`src/rtl/atni_pkg.sv`:
```
// Shared types and constants for the ADC-to-oscillator-increment unit.
// Used by every module under rtl; depends on nothing.
package atni_pkg;

  localparam int ADC_BITS_DEF   = 10;
  localparam int DIV_BITS       = 32;
  localparam int STEPS_PER_STG  = 4;
  localparam int DIV_STAGES     = DIV_BITS / STEPS_PER_STG;
  localparam int INC_SHIFT      = 21;
  localparam int PRE_BITS       = DIV_BITS - INC_SHIFT;
  localparam logic [31:0] DEAD_LOW  = 32'd500;
  localparam logic [31:0] DEAD_HIGH = 32'd524;
  localparam logic [31:0] CLK_RESET = 32'd32000000;
  localparam int ADDR_BITS = 4;

  typedef enum logic [1:0] {
    REG_START = 2'd0,
    REG_STOP  = 2'd1,
    REG_CLOCK = 2'd2
  } reg_idx_t;

  typedef struct packed {
    logic        vld;
    logic [31:0] freq;
  } freq_item_t;

  typedef struct packed {
    logic        vld;
    logic        ovf;
    logic [31:0] freq;
    logic [31:0] rem;
    logic [31:0] sh;
    logic [31:0] quo;
  } div_item_t;

endpackage

```
`src/rtl/atni_div_stage.sv`:
```
// One pipeline stage of the restoring divider, several quotient bits per stage.
// Depends on atni_pkg.
module atni_div_stage import atni_pkg::*; (
  input  logic        clk,
  input  logic        rst_n,
  input  logic [31:0] divisor,
  input  div_item_t   d_i,
  output div_item_t   d_r
);

  div_item_t   d_nxt;
  logic [32:0] t;

  always_comb begin
    d_nxt = d_i;
    t     = '0;
    for (int i = 0; i < STEPS_PER_STG; i++) begin
      t       = {d_nxt.rem, d_nxt.sh[31]};
      d_nxt.sh = {d_nxt.sh[30:0], 1'b0};
      if (t >= {1'b0, divisor}) begin
        d_nxt.rem = 32'(t - {1'b0, divisor});
        d_nxt.quo = {d_nxt.quo[30:0], 1'b1};
      end else begin
        d_nxt.rem = t[31:0];
        d_nxt.quo = {d_nxt.quo[30:0], 1'b0};
      end
    end
  end

  always_ff @(posedge clk) begin
    if (!rst_n) begin
      d_r <= '0;
    end else begin
      d_r <= d_nxt;
    end
  end

endmodule
```
`config.mk`:
```
export PLATFORM = sky130hd
export DESIGN_NAME = atni_div_stage
export DESIGN_NICKNAME = d
export VERILOG_FILES = /design/src/rtl/atni_pkg.sv /design/src/rtl/atni_div_stage.sv
export SDC_FILE = /design/constraint.sdc
export NUM_CORES = 1
export LEC_CHECK = 0
export BUFFER_PORTS_ARGS = -buffer_cell sky130_fd_sc_hd__buf_4
export CAP_MARGIN = 20
export CORE_MARGIN = 8
export CORE_UTILIZATION = 59
export DETAILED_ROUTE_END_ITERATION = 8
export GPL_ROUTABILITY_DRIVEN = 0
export PLACE_DENSITY = 0.88
export SYNTH_ARGS = -nofsm -noshare
export SYNTH_HDL_FRONTEND = slang
export SYNTH_SLANG_ARGS = --single-unit
export TNS_END_PERCENT = 20
```
`constraint.sdc`:
```
create_clock -name clk -period 28.8 [get_ports clk]
set_clock_uncertainty 0.05 [all_clocks]
set_input_delay 1.44 -clock clk [delete_from_list [all_inputs] [get_ports clk]]
set_output_delay 1.44 -clock clk [all_outputs]
set_load 0.005 [all_outputs]
```
==> metrics <==
clk slew on worst S/H paths=0.06 ns; all-layer global routing usage=30.4%; wire length per cell=19.5 µm; Worst Setup End Kind=register; Rel. slew slack=31.4%; Post-CTS Setup Inserts=0; Post-synth EDFFs=0; CTS Sinks=126; setup TNS=0 ns; Resized Gates After CTS=0; starting density of the core=59.6%; Global Route met1 Usage=34.4%; hold buffers post-CTS=0; Root Driver=clkbuf_16; Yosys cell types=82; ANT nets after route=0; fin util=74.3%; Die Y=156 µm; Max VDD drop=0.0000972 V; outcome=completed; unrepaired setup endpoints after global routing=no; CTS max path bufs=2; CP Launch Type=input port; crit path time final=15.62 ns; synth cell count leaders=128 x ha_1, 126 x a21oi_1, 126 x dfxtp_1; Power Density=121 nW/µm²; Layout area overhead=24.8%; max reg flops=126; top achievable clock speed=64.0 MHz; vias=11.9k; Hold Path Class=input port to register; first-pass GRT wire length=59200 µm; FILL cells=1446; largest net degree at the start of global routing=97; Largest Register=d_r; initial antenna violation count=1; Boundary Pins=294; final hold viol count=0; area leader, netlist=dfxtp_1; FF+latch count, synth=126; Die X-Extent=156 µm; biggest regs=d_r x126; Hold Crit Start=d_i[103]; drt pass-1 iters=6; M3 GR Usage=5.21%; met2 GRT Util=53.5%; CTS tree=built; H-Tree Depth=4; Die Area=24200 µm²; crit path from=divisor[1]; fin crit share=54.2%; Yosys top cell area share=21.9%; DRC viols=0; final wirelength=38500 µm; hold_ws=1.18 ns; main flop type after synthesis=dfxtp_1; CP max-delay cell=nand3b_2; Crit path arrival time=15.89 ns; Avg Cell Area, Syn=8.01 µm²; DP Wirelength=31200 µm; Pleak=6.87 nW; core area=19300 µm²; gr ovfl total=0; Num CTS Buffers=17; nets@finish=1990; CP max FO=40; # Max-Cap Violations=0; I/O Buffers=285; most common cell in the netlist=ha_1; GRT Max-Usage Layer=met2; synth warn=0; ys async rst share=0%; CP Data Required Time=29.07 ns; vias in the first global route=11.3k; Seq/Total Area, Yosys=21.9%; row count=51; most used cell along the critical path=ha_1; Post-Syn Area=11500 µm²; # setup viols final=0; Via-to-Cell Ratio=6.03; Setup CP Type=input port to register; fraction of layout instances using a drive strength above 1=22.3%; Syn Inst Count=1438; CP peak stage delay=0.83 ns; Final Slew Violations=0; Synth area leaders=dfxtp_1 22%, ha_1 14%, a21oi_1 5.5%, and2_1 5.4%, xnor2_1 5.1%; Iter 0 DRT Violations=1237; worst slew pin tran=1.03 ns
[worst paths after layout]
check / slack [ns] / to / depth (start not counted)
worst max-delay path: 13.18 / d_r[83] / 47
worst min-delay path: 1.18 / d_r[103] / 2
[cell type report]
| class | count | area, µm² | area share (%) |
|---|---|---|---|
| clock inverters | 14 | 183 | 1.27 |
| repair buffers | 289 | 2170 | 15.1 |
| clock buffers | 18 | 429 | 2.99 |
| well taps | 265 | 332 | 2.31 |
| inverters | 73 | 274 | 1.91 |
| flip-flops and latches | 126 | 2520 | 17.6 |
| multi-input cells | 1187 | 8450 | 58.8 |
| diodes | 1 | 2.50 | 0.0174 |
[worst max-delay path: cells and delay by family]
kind / cells / cell delay (ns)
buffers and inverters: 4 / 1.06
AO/OA/AOI/OAI: 22 / 5.47
adder cells (fa/ha/maj): 4 / 1.45
AND/OR/NAND/NOR: 15 / 5.43
multiplexers: 2 / 0.99
[metal layers]
layer,share of wire [%],vias up
li1,-,5700
met1,39,5465
met2,48,626
met3,7.6,107
met4,5.6,0
met5,0,-
[cell usage in the layout, fill, tap and decap left out, types with 5 or more instances in the layout]
| cell type | instances |
|---|---|
| a2111oi_0 | 5 |
| a211o_1 | 7 |
| a211oi_1 | 10 |
| a21o_1 | 45 |
| a21oi_1 | 126 |
| a31oi_1 | 14 |
| and2_1 | 100 |
| and3_1 | 9 |
| and4_1 | 5 |
| buf_4 | 289 |
| clkbuf_16 | 17 |
| dfxtp_1 | 126 |
| ha_1 | 128 |
| inv_1 | 73 |
| mux2_1 | 6 |
| mux2_2 | 35 |
| mux2i_1 | 26 |
| nand2_1 | 112 |
| nand2b_1 | 19 |
| nand3_1 | 28 |
| nand3b_1 | 8 |
| nand4_1 | 20 |
| nor2_1 | 110 |
| nor2b_1 | 15 |
| nor3_1 | 22 |
| nor4_1 | 8 |
| o2111ai_1 | 6 |
| o211a_1 | 5 |
| o211ai_1 | 10 |
| o21a_1 | 23 |
| o21ai_0 | 73 |
| o21ai_1 | 6 |
| o21bai_1 | 12 |
| o31a_1 | 6 |
| o31ai_1 | 8 |
| xnor2_1 | 67 |
| xor2_1 | 30 |
[cell families after synthesis]
logic type,Yosys count,synth area share (%)
other cells,1,0.0326
xor+xnor,97,7.38
buf+inv,128,4.89
flops,126,21.9
compound gates,408,23.5
fa+ha+maj,132,14.6
mux,72,6.88
simple gates,474,20.8
[per-stage QoR]
step | std cells | cell area, µm² | power [mW] | setup slack (ns)
final | 1973 | 14400 | 1.74 | 13.18
after global routing | 1973 | 14400 | 1.88 | 12.64
after CTS | 1972 | 14400 | 1.72 | 13.54
after detailed placement | 1940 | 13800 | 1.48 | 13.14
after global placement | 1940 | 13800 | 1.45 | 13.30
after floorplan | 1441 | 11500 | 1.21 | 16.29
[report_power, final]
group	switching, mW	internal [mW]
Sequential	0.00716	0.207
Combinational	0.732	0.577
Clock	0.0811	0.138
Total	0.820	0.922
(Power assumes the default switching activity.)
