**config.mk**
```make
export PLATFORM = sky130hd
export DESIGN_NAME = atni_freq_sel
export DESIGN_NICKNAME = d
export VERILOG_FILES = /design/src/rtl/atni_pkg.sv /design/src/rtl/atni_freq_sel.sv
export SDC_FILE = /design/constraint.sdc
export NUM_CORES = 1
export LEC_CHECK = 0
export BUFFER_PORTS_ARGS = -buffer_cell sky130_fd_sc_hd__buf_4
export CAP_MARGIN = 10
export CELL_PAD_IN_SITES_DETAIL_PLACEMENT = 2
export CELL_PAD_IN_SITES_GLOBAL_PLACEMENT = 2
export CORE_ASPECT_RATIO = 0.75
export CORE_UTILIZATION = 30
export CTS_BUF_LIST = sky130_fd_sc_hd__clkbuf_2
export DETAILED_ROUTE_END_ITERATION = 16
export GPL_ROUTABILITY_DRIVEN = 0
export GPL_TIMING_DRIVEN = 0
export MAX_ROUTING_LAYER = met4
export PLACE_DENSITY_LB_ADDON = 0.1
export REMOVE_ABC_BUFFERS = 1
export SLEW_MARGIN = 10
export SYNTH_ARGS = -nofsm -noshare
export SYNTH_HDL_FRONTEND = slang
export SYNTH_SLANG_ARGS = --single-unit
export TNS_END_PERCENT = 10
```
**constraint.sdc**
```tcl
create_clock -name clk -period 6 [get_ports clk]
set_input_delay 0.3 -clock clk [delete_from_list [all_inputs] [get_ports clk]]
set_output_delay 0.3 -clock clk [all_outputs]
set_load 0.05 [all_outputs]
```
**src/rtl/atni_pkg.sv**
```systemverilog
// Shared types and constants for the ADC-to-oscillator-increment unit.
// Used by every module under rtl; depends on nothing.
package atni_pkg;

  localparam int ADC_BITS_DEF   = 10;
  localparam int DIV_BITS       = 32;
  localparam int STEPS_PER_STG  = 4;
  localparam int DIV_STAGES     = DIV_BITS / STEPS_PER_STG;
  localparam int INC_SHIFT      = 21;
  localparam int PRE_BITS       = DIV_BITS - INC_SHIFT;
  localparam logic [31:0] DEAD_LOW  = 32'd500;
  localparam logic [31:0] DEAD_HIGH = 32'd524;
  localparam logic [31:0] CLK_RESET = 32'd32000000;
  localparam int ADDR_BITS = 4;

  typedef enum logic [1:0] {
    REG_START = 2'd0,
    REG_STOP  = 2'd1,
    REG_CLOCK = 2'd2
  } reg_idx_t;

  typedef struct packed {
    logic        vld;
    logic [31:0] freq;
  } freq_item_t;

  typedef struct packed {
    logic        vld;
    logic        ovf;
    logic [31:0] freq;
    logic [31:0] rem;
    logic [31:0] sh;
    logic [31:0] quo;
  } div_item_t;

endpackage

```
**src/rtl/atni_freq_sel.sv**
```systemverilog
// Three-stage frequency selection: span decode, multiply, offset add.
// Depends on atni_pkg.
module atni_freq_sel import atni_pkg::*; #(
  parameter int ADC_BITS = ADC_BITS_DEF
) (
  input  logic                clk,
  input  logic                rst_n,
  input  logic                in_vld,
  input  logic [ADC_BITS-1:0] in_adc,
  input  logic [31:0]         start_f,
  input  logic [31:0]         stop_f,
  output freq_item_t          item_r
);

  localparam logic [31:0] WIDE_TH = 32'hFFFF_FFFF >> ADC_BITS;

  logic                v1_r, dead1_r, wide1_r;
  logic [31:0]         mula1_r, mid1_r, start1_r;
  logic [ADC_BITS-1:0] rd1_r;
  logic                v2_r, dead2_r, wide2_r;
  logic [31:0]         prod2_r, mid2_r, start2_r;
  logic [31:0]         span, rd32, adj;
  logic [32:0]         sum;
  logic [ADC_BITS+31:0] prod;
  freq_item_t          item_nxt;

  assign span = stop_f - start_f;
  assign sum  = {1'b0, start_f} + {1'b0, stop_f};
  assign rd32 = {{(32-ADC_BITS){1'b0}}, in_adc};
  assign prod = mula1_r * rd1_r;
  assign adj  = wide2_r ? prod2_r : (prod2_r >> ADC_BITS);

  always_comb begin
    item_nxt.vld  = v2_r;
    item_nxt.freq = dead2_r ? mid2_r : start2_r + adj;
  end

  always_ff @(posedge clk) begin
    if (!rst_n) begin
      v1_r   <= 1'b0;
      v2_r   <= 1'b0;
      item_r <= '0;
    end else begin
      v1_r   <= in_vld;
      v2_r   <= v1_r;
      item_r <= item_nxt;
    end
    dead1_r  <= (rd32 >= DEAD_LOW) && (rd32 <= DEAD_HIGH);
    wide1_r  <= span > WIDE_TH;
    // A wide span steps by span/FS; a narrow one scales first, divides after.
    mula1_r  <= (span > WIDE_TH) ? (span >> ADC_BITS) : span;
    mid1_r   <= sum[32:1];
    start1_r <= start_f;
    rd1_r    <= in_adc;
    dead2_r  <= dead1_r;
    wide2_r  <= wide1_r;
    prod2_r  <= prod[31:0];
    mid2_r   <= mid1_r;
    start2_r <= start1_r;
  end

endmodule

```
==> impl_metrics.json, run 1 <==
{
  "max_freq_mhz": 173,
  "nNetsFinal": 2704,
  "synth-edff-count": 0,
  "syn_inst": 2011,
  "io_buffer_count": 109,
  "via_per_inst": 4.82,
  "yosysTopAreaCell": "dfxtp_1",
  "setup_viol": 0,
  "fin_crit_sh_pct": 96.3,
  "grt_remaining_overflow": 0,
  "grt_start_max_net_pins": 33,
  "grt_pass1_wl_mm": 101,
  "arrival_ns": 6.67,
  "start_util_pct": 30.6,
  "ys_ff_latch": 241,
  "register_area_um2": 4890,
  "drv_cap": 0,
  "fin_worst_skew_ns": 0.128,
  "path_buf_inv": 5,
  "area_growth_pct": 21.9,
  "crit_top_cell": "fa_1",
  "core_um2": 61000,
  "synth_most_common_cell": "inv_1",
  "synthArstFlopShare_pct": 0,
  "fin_crit_ns": 5.78,
  "ys_warn_count": 0,
  "worst_pin_slew_ns": 1.27,
  "grt_usage_pct": 21.4,
  "crit_family": "adder cells",
  "grt_pass1_vias": 17200,
  "nFillCells": 6689,
  "clk_pin_slew_ns": 0.13,
  "totalWireLength_mm": 67.1,
  "slew_headroom_pct": 15.4,
  "drt_pass1_iterations": 4,
  "worst_setup_path_end_kind": "flip-flop",
  "die_h_um": 218,
  "avgSynthCellArea_um2": 9.28,
  "synth_cell_types": 82,
  "slowest_stage": "fa_1",
  "hold_viol_final": 0,
  "synth_area_leaders": "dfxtp_1 26%, fa_1 22%, ha_1 9.4%, and2_1 5.9%, inv_1 5.4%",
  "dr.first_iter.drc_count": 604,
  "num_rows": 78,
  "synth_area_um2": 18700,
  "antenna_left": 0,
  "cts_root_buf": "clkbuf_2",
  "crit_required_ns": 6.89,
  "drive_above_1_share_pct": 13.8,
  "wl_per_cell_um": 21.4,
  "synth-main-ff-cell": "dfxtp_1",
  "worst_hold_path_type": "primary input to flip-flop",
  "htree_levels": 2,
  "synth_common_cells": "269 x inv_1, 241 x dfxtp_1, 201 x fa_1",
  "die_w_um": 290,
  "synth.top_cell.area_share_pct": 25.8,
  "clk_latency_ns": 1.04,
  "holdWs_ns": 0.213,
  "path_max_fanout": 13,
  "status": "completed",
  "path_cells": "buf_4, and2_1, fa_1, fa_1, inv_1, fa_1, inv_1, fa_1, inv_1, fa_1, inv_1, ha_4, o21ai_0, nand2_1, nand2_2, o31ai_4, a311oi_2, o21ai_2, nand2_2, o311ai_4, o31a_1, xor2_1",
  "drc": 0,
  "seq_area_frac_synth_pct": 25.8,
  "antenna_found_initial": 11,
  "routed-via-count": 15100,
  "cts_buffer_depth": 3,
  "cts_buffers": 61,
  "io_pins": 110,
  "crit_path_max_incr_delay_ns": 0.54,
  "tritoncts": "done",
  "dpl.hpwl_mm": 48.6,
  "die_area_um2": 63200,
  "crit_type": "flip-flop to flip-flop",
  "multi_input_area_um2": 12600,
  "slew_violations": 0,
  "crit_path_start_kind": "flip-flop",
  "cts_sinks": 241
}
[sequential cells by signal, indices dropped and copies added (netlist names)]
register,flops
prod2_r,32
v1_r,1
mid2_r,32
wide1_r,1
rd1_r,10
mid1_r,32
dead1_r,1
start2_r,32
v2_r,1
dead2_r,1
start1_r,32
item_r,33
wide2_r,1
mula1_r,32
[final cells by class]
type	instances	area share, %
well taps	800	4.40
flip-flops and latches	241	21.5
multi-input cells	1426	55.4
clock buffers	83	1.83
clock inverters	28	0.627
inverters	273	4.50
diodes	6	0.0660
repair buffers	283	11.7
[worst paths after layout]
kind | cells past startpoint | startpoint | endpoint | slack (ns)
worst min-delay path | 4 | in_adc[8] | dead1_r$_DFF_P_ | 0.21
worst max-delay path | 22 | rd1_r[4]$_DFF_P_ | prod2_r[30]$_DFF_P_ | 0.22
worst max register to register | 22 | rd1_r[4]$_DFF_P_ | prod2_r[30]$_DFF_P_ | 0.22
worst min register to register | 0 | start1_r[6]$_DFF_P_ | start2_r[6]$_DFF_P_ | 0.31
[repair_timing]
action | CTS | global route
endpoints found under the setup margin | 15 | 10
gates cloned | 0 | 2
resized for setup | 28 | 28
buffers inserted | 0 | 22
endpoints found under the hold margin | 99 | 0
hold buffers | 145 | 0
pin swaps | 1 | 8
[worst register-to-register path: cells and delay by family, from the launching register on]
kind            cells  cell delay (ns)
xor+xnor            1             0.17
simple gates        4             0.48
compound gates      6             1.48
buf+inv             5             0.42
flops               1             0.45
fa+ha+maj           6             2.71
[stage by stage]
step | setup WS [ns] | instance area [um^2] | std cells | util (%) | setup TNS [ns]
6_report | 0.225 | 22800 | 3140 | 37.3 | 0
5_1_grt | -0.0297 | 22700 | 3137 | 37.3 | -0.0425
4_1_cts | 0.0301 | 22300 | 3109 | 36.6 | 0
3_5_place_dp | -1.29 | 20300 | 2853 | 33.2 | -8.24
3_3_place_gp | -1.83 | 20200 | 2849 | 33.1 | -18.89
2_1_floorplan | 0.255 | 18400 | 1940 | - | 0
[kinds of logic after synthesis]
group | synth area share, %
and+or+nand+nor | 15.6
buffers and inverters | 7.35
AOI/OAI and AO/OA | 12.1
adders and majority gates | 30.9
DFF | 25.8
xor gates and xnor gates | 5.63
muxes | 2.50
other | 0.0201
[metal layers]
metal / track usage [%] / share of wire, %
met1: 29.6 / 51
met3: 2.74 / 3.0
met4: 4.04 / 1.6
met2: 33.8 / 44
met5: - / 0
[cells in the final DEF (no fill, tap or decap), types with 14 or more instances in the layout]
cell / count
ha_1: 139
xor2_1: 32
a21oi_1: 121
clkinv_1: 21
a21o_1: 31
dfxtp_2: 14
o21ai_1: 16
buf_4: 126
nand2b_1: 15
mux2_2: 21
and2_1: 176
nand2_1: 173
nand3_1: 19
dfxtp_1: 215
xnor2_1: 88
o21bai_1: 24
nor3_1: 21
nor2_1: 90
o21ai_0: 48
mux2i_1: 23
fa_1: 201
clkbuf_2: 83
dlygate4sd3_1: 145
inv_1: 269
Power of run 1 is left out: the tool's default activity adds up to more than one toggle a clock period on the data nets, which glitch-free logic cannot reach.
==> run 2, diff against run 1 <==
Settings changed: CORE_MARGIN set to 2, CORE_UTILIZATION 30 to 37.
==> run 2 against run 1 <==
Fmax decreased by 0.65%. Non-clock buffer count down 21. Die area fell by 17%. Wire length increased by 3.2%. Final area shrank 1.8%. Utilization increased by 7.4 points. Final cell count shrank 5.3%. Sequential share of layout area up 0.38 points. Largest cell class unchanged.
==> impl_metrics.json, run 2 (synthesis gave the netlist of run 1 again) <==
{
  "drt_pass1_iterations": 4,
  "tritoncts": "done",
  "clk_pin_slew_ns": 0.16,
  "dr.first_iter.drc_count": 788,
  "area_growth_pct": 19.7,
  "die_w_um": 263,
  "cts_root_buf": "clkbuf_2",
  "drive_above_1_share_pct": 13.5,
  "fin_crit_sh_pct": 96.9,
  "htree_levels": 2,
  "setup_viol": 0,
  "status": "completed",
  "rsz0062_at_grt": "yes",
  "arrival_ns": 6.63,
  "post_dp_cell_area_um2": 20000,
  "worst_setup_path_end_kind": "flip-flop",
  "grt_remaining_overflow": 0,
  "worst_pin_slew_ns": 1.21,
  "regMostFlops": "item_r",
  "worst_hold_path_type": "primary input to flip-flop",
  "path_max_fanout": 10,
  "die_area_um2": 52300,
  "crit_required_ns": 6.82,
  "routed-via-count": 15400,
  "totalWireLength_mm": 69.3,
  "largest_register_ffs": 33,
  "dpl.hpwl_mm": 47.0,
  "grt_pass1_vias": 17600,
  "pre_cts_slack_ns": -1.14,
  "register_area_um2": 4880,
  "dpl.cell_count": 2708,
  "rrSetupSlack_ns": 0.19,
  "io_pins": 110,
  "antenna_left": 0,
  "grt_pass1_wl_mm": 104,
  "grt_start_max_net_pins": 33,
  "slew_headroom_pct": 19.5,
  "multi_input_area_um2": 12600,
  "cts_buffer_depth": 3,
  "nFillCells": 5399,
  "nNetsFinal": 2682,
  "drv_cap": 0,
  "reg2reg_depth": 22,
  "hold_path_end": "start1_r[1]$_DFF_P_",
  "crit_path_start_kind": "flip-flop",
  "layout_common_cells": "269 x inv_1, 213 x dfxtp_1, 201 x fa_1",
  "hold_viol_final": 0,
  "start_util_pct": 37.3,
  "num_rows": 71,
  "fin_worst_skew_ns": 0.142,
  "finish.instance_area_um2": 22300,
  "die_h_um": 199,
  "cts_buffers": 60,
  "slew_violations": 0,
  "clk_latency_ns": 1.02,
  "layout_commonest_cell": "inv_1",
  "hold_depth": 2,
  "grt_usage_pct": 26.5,
  "min_from": "start_f[1]",
  "r2r-end": "prod2_r[30]$_DFF_P_",
  "drc": 0,
  "fin_cells": 2974,
  "fin_crit_ns": 5.81,
  "crit_type": "flip-flop to flip-flop",
  "r2r_start": "rd1_r[1]$_DFF_P_",
  "wl_per_cell_um": 23.3,
  "fin_ws_ns": 0.187,
  "max_freq_mhz": 172,
  "antenna_found_initial": 8,
  "cts_sinks": 241,
  "core_um2": 50000,
  "via_per_inst": 5.18,
  "io_buffer_count": 109
}
[run 2: worst max-delay path, cell delays in order (launching register included)]
cell and delay (ns):
dfxtp_4 0.41, buf_4 0.17, clkbuf_16 0.19, nand2_1 0.08
fa_1 0.55, inv_1 0.04, ha_1 0.27, ha_1 0.27
inv_1 0.04, fa_1 0.46, fa_1 0.50, inv_1 0.06
ha_1 0.31, inv_1 0.07, o21ai_0 0.42, a21oi_2 0.15
o31ai_4 0.37, a311oi_2 0.20, o21ai_2 0.27, nand2_2 0.13
o311ai_4 0.33, o31a_1 0.19, xor2_1 0.19
[run 2: worst max path at each step]
| stage | start | endpoint | slack, ns | cells after the start |
|---|---|---|---|---|
| 3_5_place_dp | rd1_r[4]$_DFF_P_ | prod2_r[30]$_DFF_P_ | -1.14 | 18 |
| 5_1_grt | rd1_r[1]$_DFF_P_ | prod2_r[30]$_DFF_P_ | -0.09 | 22 |
| 4_1_cts | rd1_r[1]$_DFF_P_ | prod2_r[31]$_DFF_P_ | 0.03 | 21 |
| 2_1_floorplan | rd1_r[1]$_DFF_P_ | prod2_r[30]$_DFF_P_ | 0.25 | 22 |
| 3_3_place_gp | rd1_r[1]$_DFF_P_ | prod2_r[30]$_DFF_P_ | -1.67 | 22 |
| 6_report | rd1_r[1]$_DFF_P_ | prod2_r[30]$_DFF_P_ | 0.19 | 22 |
[run 2: final cells by class]
class / instances / area share (%)
timing repair buffer: 262 / 10.8
multi-input combinational: 1426 / 56.4
clock buffer: 79 / 1.77
sequential: 241 / 21.9
tap: 657 / 3.68
clock inverter: 33 / 0.851
antenna: 3 / 0.0336
inverter: 273 / 4.59
[run 2: metrics by stage]
step	setup TNS (ns)	hold slack, ns	util [%]
5_1_grt	-0.116	-0.00767	44.7
6_report	0	0.0966	44.7
4_1_cts	0	0.000183	44.0
3_3_place_gp	-15.36	0.310	40.0
2_1_floorplan	0	0.310	-
3_5_place_dp	-6.67	0.314	40.1
[run 2: timing repair]
action / in CTS / in global routing
pin swaps: 0 / 6
gates cloned: 0 / 1
endpoints found under the setup margin: 15 / 8
gates resized for setup: 33 / 18
setup buffers: 0 / 17
hold buffers: 128 / 5
endpoints found under the hold margin: 92 / 5
[run 2: metal layers]
layer | GRT usage, % | wire [um] | up-vias | part of all wire, %
met3 | 3.09 | 2890 | 102 | 4.2
met5 | - | 0 | - | 0
met2 | 44.1 | 32800 | 292 | 47
li1 | - | - | 7031 | -
met4 | 4.99 | 1380 | 0 | 2.0
met1 | 35.2 | 32200 | 7991 | 46
Power of run 2 is left out for the same reason.
